**config.mk**
```make
export PLATFORM = sky130hd
export DESIGN_NAME = tlc_front_flat
export DESIGN_NICKNAME = d
export VERILOG_FILES = /design/src/hw/rtl/tlc_pkg.sv /design/src/hw/rtl/tlc_if.sv /design/src/hw/rtl/tlc_front.sv /design/src/flat_wrapper.sv
export SDC_FILE = /design/constraint.sdc
export NUM_CORES = 1
export LEC_CHECK = 0
export BUFFER_PORTS_ARGS = -buffer_cell sky130_fd_sc_hd__buf_2
export CAP_MARGIN = 20
export CORE_UTILIZATION = 53
export DETAILED_ROUTE_END_ITERATION = 12
export PLACE_DENSITY = 0.79
export SLEW_MARGIN = 40
export SYNTH_ARGS = -nofsm -noshare
export SYNTH_HDL_FRONTEND = slang
export SYNTH_SLANG_ARGS = --single-unit
```
**constraint.sdc**
```tcl
create_clock -name clk -period 5.45 [get_ports clk]
set_clock_uncertainty 0.05 [all_clocks]
set_input_delay 0 -clock clk [delete_from_list [all_inputs] [get_ports clk]]
set_output_delay 0 -clock clk [all_outputs]
set_load 0.02 [all_outputs]
```
**src/hw/rtl/tlc_pkg.sv**
```systemverilog
`timescale 1ns / 1ps

package tlc_pkg;

  // Default geometry of the two cache levels.
  localparam int L1_SETS_DEF    = 256;
  localparam int L1_WAYS_DEF    = 8;
  localparam int L2_SETS_DEF    = 1024;
  localparam int L2_WAYS_DEF    = 16;
  localparam int ADDR_WIDTH_DEF = 32;

  // Width of the address field on the input channel.
  localparam int IN_ADDR_W = 32;

  // Configuration port layout.
  localparam int CFG_IDX_W  = 3;
  localparam int CFG_DATA_W = 5;

  // Depth of the queue between the front and the back.
  localparam int QUEUE_DEPTH = 2;

  typedef enum logic [CFG_IDX_W-1:0] {
    CFG_BLOCK_OFFSET = 3'd0,
    CFG_L1_INDEX     = 3'd1,
    CFG_L1_WAYS      = 3'd2,
    CFG_L2_ENABLE    = 3'd3,
    CFG_L2_INDEX     = 3'd4,
    CFG_L2_WAYS      = 3'd5
  } cfg_reg_t;

  // Register values after reset.
  localparam logic [2:0] RST_BLOCK_OFFSET = 3'd5;
  localparam logic [3:0] RST_L1_INDEX     = 4'd5;
  localparam logic [3:0] RST_L1_WAYS      = 4'd4;
  localparam logic       RST_L2_ENABLE    = 1'b1;
  localparam logic [3:0] RST_L2_INDEX     = 4'd9;
  localparam logic [4:0] RST_L2_WAYS      = 5'd8;

  typedef struct packed {
    logic [2:0] block_offset_bits;
    logic [3:0] l1_index_bits;
    logic [3:0] l1_ways;
    logic       l2_enable;
    logic [3:0] l2_index_bits;
    logic [4:0] l2_ways;
  } cfg_t;

  // Outcome of one access to a cache level.
  typedef struct packed {
    logic hit;
    logic victim_dirty;
  } lv_res_t;

  // One result transaction.
  typedef struct packed {
    logic       l1_hit;
    logic       l1_writeback;
    logic       l2_read_issued;
    logic       l2_read_hit;
    logic       l2_write_issued;
    logic       l2_write_hit;
    logic [1:0] l2_writebacks;
    logic [2:0] mem_transfers;
  } result_t;

  typedef enum logic [1:0] {
    LV_CLEAR,
    LV_IDLE,
    LV_EVAL,
    LV_WRITE
  } lv_state_t;

  typedef enum logic [2:0] {
    BK_IDLE,
    BK_L1,
    BK_L2W,
    BK_L2R,
    BK_DONE
  } bk_state_t;

endpackage

```
**src/hw/rtl/tlc_if.sv**
```systemverilog
`timescale 1ns / 1ps

// Input channel: one access per transaction.
interface tlc_in_if;
  logic                         valid;
  logic                         ready;
  logic                         func;
  logic [tlc_pkg::IN_ADDR_W-1:0] address;

  modport source (output valid, output func, output address, input ready);
  modport sink   (input valid, input func, input address, output ready);
endinterface


```
**src/hw/rtl/tlc_front.sv**
```systemverilog
`timescale 1ns / 1ps

module tlc_front #(
  parameter int ADDR_WIDTH = tlc_pkg::ADDR_WIDTH_DEF
) (
  input  logic                  clk,
  input  logic                  rst_n,
  tlc_in_if.sink                in_ch,
  input  logic                  init_done,
  input  logic                  pop,
  output logic                  head_valid,
  output logic                  head_func,
  output logic [ADDR_WIDTH-1:0] head_addr
);

  localparam int PW = (tlc_pkg::QUEUE_DEPTH > 1) ? $clog2(tlc_pkg::QUEUE_DEPTH) : 1;
  localparam int CW = $clog2(tlc_pkg::QUEUE_DEPTH + 1);

  logic                  q_func_r [tlc_pkg::QUEUE_DEPTH];
  logic [ADDR_WIDTH-1:0] q_addr_r [tlc_pkg::QUEUE_DEPTH];
  logic [PW-1:0]         wr_ptr_r, wr_ptr_nxt;
  logic [PW-1:0]         rd_ptr_r, rd_ptr_nxt;
  logic [CW-1:0]         count_r, count_nxt;
  logic                  push;
  logic [63:0]           addr_ext;

  // Accept only after the clearing pass and while the queue has room.
  assign in_ch.ready = init_done && (count_r < CW'(tlc_pkg::QUEUE_DEPTH));
  assign push        = in_ch.valid && in_ch.ready;

  // The address is zero-extended or cut to the ADDR_WIDTH parameter.
  assign addr_ext = 64'(in_ch.address);

  assign head_valid = (count_r != '0);
  assign head_func  = q_func_r[rd_ptr_r];
  assign head_addr  = q_addr_r[rd_ptr_r];

  // Pointer and fill count update.
  always_comb begin
    wr_ptr_nxt = wr_ptr_r;
    rd_ptr_nxt = rd_ptr_r;
    count_nxt  = count_r;
    if (push) begin
      wr_ptr_nxt = (wr_ptr_r == PW'(tlc_pkg::QUEUE_DEPTH - 1)) ? '0 : wr_ptr_r + 1'b1;
    end
    if (pop) begin
      rd_ptr_nxt = (rd_ptr_r == PW'(tlc_pkg::QUEUE_DEPTH - 1)) ? '0 : rd_ptr_r + 1'b1;
    end
    if (push && !pop) begin
      count_nxt = count_r + 1'b1;
    end else if (pop && !push) begin
      count_nxt = count_r - 1'b1;
    end
  end

  always_ff @(posedge clk) begin
    if (!rst_n) begin
      wr_ptr_r <= '0;
      rd_ptr_r <= '0;
      count_r  <= '0;
    end else begin
      wr_ptr_r <= wr_ptr_nxt;
      rd_ptr_r <= rd_ptr_nxt;
      count_r  <= count_nxt;
    end
  end

  // Queue entries carry no reset.
  always_ff @(posedge clk) begin
    if (push) begin
      q_func_r[wr_ptr_r] <= in_ch.func;
      q_addr_r[wr_ptr_r] <= addr_ext[ADDR_WIDTH-1:0];
    end
  end

endmodule

```
**src/flat_wrapper.sv**
```systemverilog
// flat-port wrapper written by rule: the top's interface ports become plain ports
module tlc_front_flat 
#(
  parameter int ADDR_WIDTH = tlc_pkg::ADDR_WIDTH_DEF
)
  (clk, rst_n, init_done, pop, head_valid, head_func, head_addr, in_ch_valid, in_ch_func, in_ch_address, in_ch_ready);
  tlc_in_if in_ch_i ();
  input  logic clk;
  input  logic rst_n;
  input  logic init_done;
  input  logic pop;
  output logic head_valid;
  output logic head_func;
  output logic [ADDR_WIDTH-1:0] head_addr;
  input wire logic [$bits(in_ch_i.valid)-1:0] in_ch_valid;
  input wire logic [$bits(in_ch_i.func)-1:0] in_ch_func;
  input wire logic [$bits(in_ch_i.address)-1:0] in_ch_address;
  output wire logic [$bits(in_ch_i.ready)-1:0] in_ch_ready;
  assign in_ch_i.valid = in_ch_valid;
  assign in_ch_i.func = in_ch_func;
  assign in_ch_i.address = in_ch_address;
  assign in_ch_ready = in_ch_i.ready;
  tlc_front #(.ADDR_WIDTH(ADDR_WIDTH)) u_core (.clk(clk), .rst_n(rst_n), .in_ch(in_ch_i), .init_done(init_done), .pop(pop), .head_valid(head_valid), .head_func(head_func), .head_addr(head_addr));
endmodule
```
==> metrics <==
highest ir drop seen on vdd=0.182 mV; async set-or-reset flop fraction in the synthesized netlist=0%; clock buffers created by TritonCTS=9; transition time at the pin with the least slew margin=0.563 ns; final-report hold violation count=0; Initial Util=55.1%; critical path data arrival time=1.91 ns; number of buffer and inverter instances along the worst setup path=2; clock-pin slew of the registers on the worst-case setup and hold paths=0.07 ns; number of buffers between clock root and the deepest sink=2; EDFF count, synth=66; Setup TNS=0 ns; average via count per standard cell=4.84; Worst Reg-to-Reg Cells=3; Ys Warns=0; all-layer global routing usage=19.9%; class of the most critical setup path=reg -> out; Yosys cell types=19; layout net count=283; cells after synthesis=127; RSZ-0062 raised after global routing=false; port bufs=72; synthesis-to-layout area growth=37.4%; CP Launch Type=register; relative slew slack=62.4%; class of the tightest hold or removal check=in -> reg; Leak Pwr=0.00139 uW; wire length of the first global-routing pass=7.22 mm; minimum clock period=1.96 ns; max capacitance violation total=0; fraction of layout cells with a size suffix above 1=50.6%; Max stage delay on crit path=0.65 ns; routed wire length=4.74 mm; average footprint of a synthesized cell=20.6 um^2; Final HPWL DP=2.87 mm; clock tree from TritonCTS=done; Row Count=25; core outline area=4750 um^2; proportion of synthesized chip area in sequential cells=79.5%; fraction of post-synthesis cell area in the top cell type by area=75.6%; depth of the CTS H-tree=3; Synth Register Bits=71; Final Max Tran Viols=0; Remaining DRCs=0; part of the cycle the worst path needs=36.0%; remaining antenna violation count=0; PD cells=333 nW/um^2; result of the run=finished clean; most common cell in the netlist=sky130_fd_sc_hd__edfxtp_1; CP Cell Sequence=buf_4, mux2_2, buf_2; Top delay family on crit path=flip-flops; top layer reached by signal wires=met4; area of the mapped netlist=2620 um^2; count of cell instances traversed by the critical path=3; mean routed wirelength per cell=15.0 um; kind of end point of the critical path=primary output; net count of the mapped netlist=166; wire length on met1=1.88 mm; dominant synthesized flop cell=sky130_fd_sc_hd__edfxtp_1; total number of vias=1530; insertion delay of the later-clocked pin in the worst-skew pair=0.34 ns; Detail Route met2 WL=2.49 mm; die height=72.3 um; final standard cell area without fillers=3600 um^2; register-to-register setup slack=3.78 ns; largest area contributor in the synthesized netlist=sky130_fd_sc_hd__edfxtp_1; die boundary width=72.3 um; maximum fanout encountered on the critical timing path=22; top post-synthesis cells by count=sky130_fd_sc_hd__edfxtp_1 (66), sky130_fd_sc_hd__mux2_2 (33), sky130_fd_sc_hd__dfxtp_1 (5), sky130_fd_sc_hd__and2_1 (4), sky130_fd_sc_hd__buf_6 (3); antenna diode count=0; clock root buffer=sky130_fd_sc_hd__clkbuf_8; top cells by area in the synthesized netlist=sky130_fd_sc_hd__edfxtp_1 (76%), sky130_fd_sc_hd__mux2_2 (14%), sky130_fd_sc_hd__dfxtp_1 (3.8%); largest net degree at the start of global routing=34; number of detailed-routing iterations run before antenna repair=4; placed cell area=3060 um^2; area of the die=5230 um^2; vias in the first global route=1542; Iter 0 DRT Violations=138; cell type of the slowest stage on the worst timing path=sky130_fd_sc_hd__dfxtp_1; sink count of the clock tree=71; initial antenna violation count=0; buffers inserted during post-CTS setup optimization=0; count of fill cells added during filler insertion=295; maximum clock frequency=509 MHz; gpl congestion=0.669; ports placed on the boundary=73; Worst Path Required=5.40 ns; Setup-failing EPs final=0; met3 wire len=279 um; Hold Path Depth=4; final global-route overflow total=0
-- worst reg2reg max path, cell delays in order, from the launching register on --
cell and delay [ns]:
sky130_fd_sc_hd__dfxtp_1 0.34, sky130_fd_sc_hd__nand3b_1 0.24, sky130_fd_sc_hd__nor2_4 0.48, sky130_fd_sc_hd__buf_8 0.25
-- cells in the final DEF, fill, tap and decap left out --
master and count:
sky130_fd_sc_hd__buf_2 72, sky130_fd_sc_hd__edfxtp_1 66, sky130_fd_sc_hd__dlygate4sd3_1 35, sky130_fd_sc_hd__mux2_2 33
sky130_fd_sc_hd__clkbuf_8 9, sky130_fd_sc_hd__dfxtp_1 5, sky130_fd_sc_hd__clkinv_2 5, sky130_fd_sc_hd__and2_1 4
sky130_fd_sc_hd__inv_1 2, sky130_fd_sc_hd__xor2_1 2, sky130_fd_sc_hd__buf_4 2, sky130_fd_sc_hd__nand3b_1 1
sky130_fd_sc_hd__nor2b_1 1, sky130_fd_sc_hd__and3_1 1, sky130_fd_sc_hd__nor2_4 1, sky130_fd_sc_hd__or2_2 1
sky130_fd_sc_hd__xnor2_1 1, sky130_fd_sc_hd__o21ai_0 1, sky130_fd_sc_hd__or3_1 1, sky130_fd_sc_hd__a21boi_1 1
sky130_fd_sc_hd__o21a_1 1, sky130_fd_sc_hd__ha_1 1, sky130_fd_sc_hd__clkinv_4 1, sky130_fd_sc_hd__bufinv_16 1
sky130_fd_sc_hd__buf_8 1
-- report_power, final --
group          internal, uW  leakage [uW]  total, uW  switching, uW
clock                   208      0.000103        395            187
sequential              625      0.000645        636           11.9
combinational          80.0      0.000645        166           85.8
-- state kept, by name, summed over array words and instances (netlist names), named ones only --
register         flops
u_core.q_addr_r     64
u_core.count_r       2
u_core.q_func_r      2
u_core.rd_ptr_r      1
u_core.wr_ptr_r      1
-- path summary, 6_finish.rpt --
path / start / endpoint
setup / recovery: register / head_addr[15]
hold / removal: init_done / u_core.wr_ptr_r$_SDFFE_PN0N_
setup reg to reg: u_core.count_r[1]$_SDFFE_PN0P_ / u_core.q_addr_r[0][7]$_DFFE_PP_
hold reg to reg: u_core.count_r[1]$_SDFFE_PN0P_ / u_core.count_r[1]$_SDFFE_PN0P_
-- cell families after synthesis --
family | count (synthesis) | synth area share [%]
buf+inv | 6 | 1.77
fa+ha+maj | 1 | 0.477
flops | 71 | 79.5
simple gates | 10 | 2.34
compound gates | 3 | 0.764
xor+xnor | 3 | 1.00
mux | 33 | 14.2
-- per-layer routing --
layer | vias up | GRT usage, %
met1 | 740 | 22.8
met5 | - | 0
met2 | 56 | 32.9
met3 | 9 | 6.94
met4 | 0 | 10.5
li1 | 725 | -
-- metrics by stage --
step / utilization (%) / total power [uW] / hold WS, ns / setup slack (ns) / std cells
floorplan: - / 743 / 0.0489 / 3.05 / 127
global placement: 64.1 / 787 / 0.140 / 3.73 / 264
detailed placement: 64.4 / 795 / 0.142 / 3.79 / 265
CTS: 75.7 / 1200 / 0.156 / 3.45 / 316
global route: 75.7 / 1240 / 0.188 / 3.35 / 316
finish: 75.7 / 1200 / 0.177 / 3.49 / 316
-- timing repair --
item,CTS,global route
gates resized for setup,0,0
hold endpoints to repair,71,0
hold buffers,35,0
-- cell type report --
cell class | instances | area (um^2) | share of cell area [%]
clock inverter | 7 | 63.8 | 1.77
inverter | 2 | 7.51 | 0.208
sequential | 71 | 2080 | 57.8
multi-input combinational | 50 | 499 | 13.9
clock buffer | 9 | 124 | 3.44
timing repair buffer | 110 | 741 | 20.6
tap | 67 | 83.8 | 2.33
(Power assumes the default switching activity.)
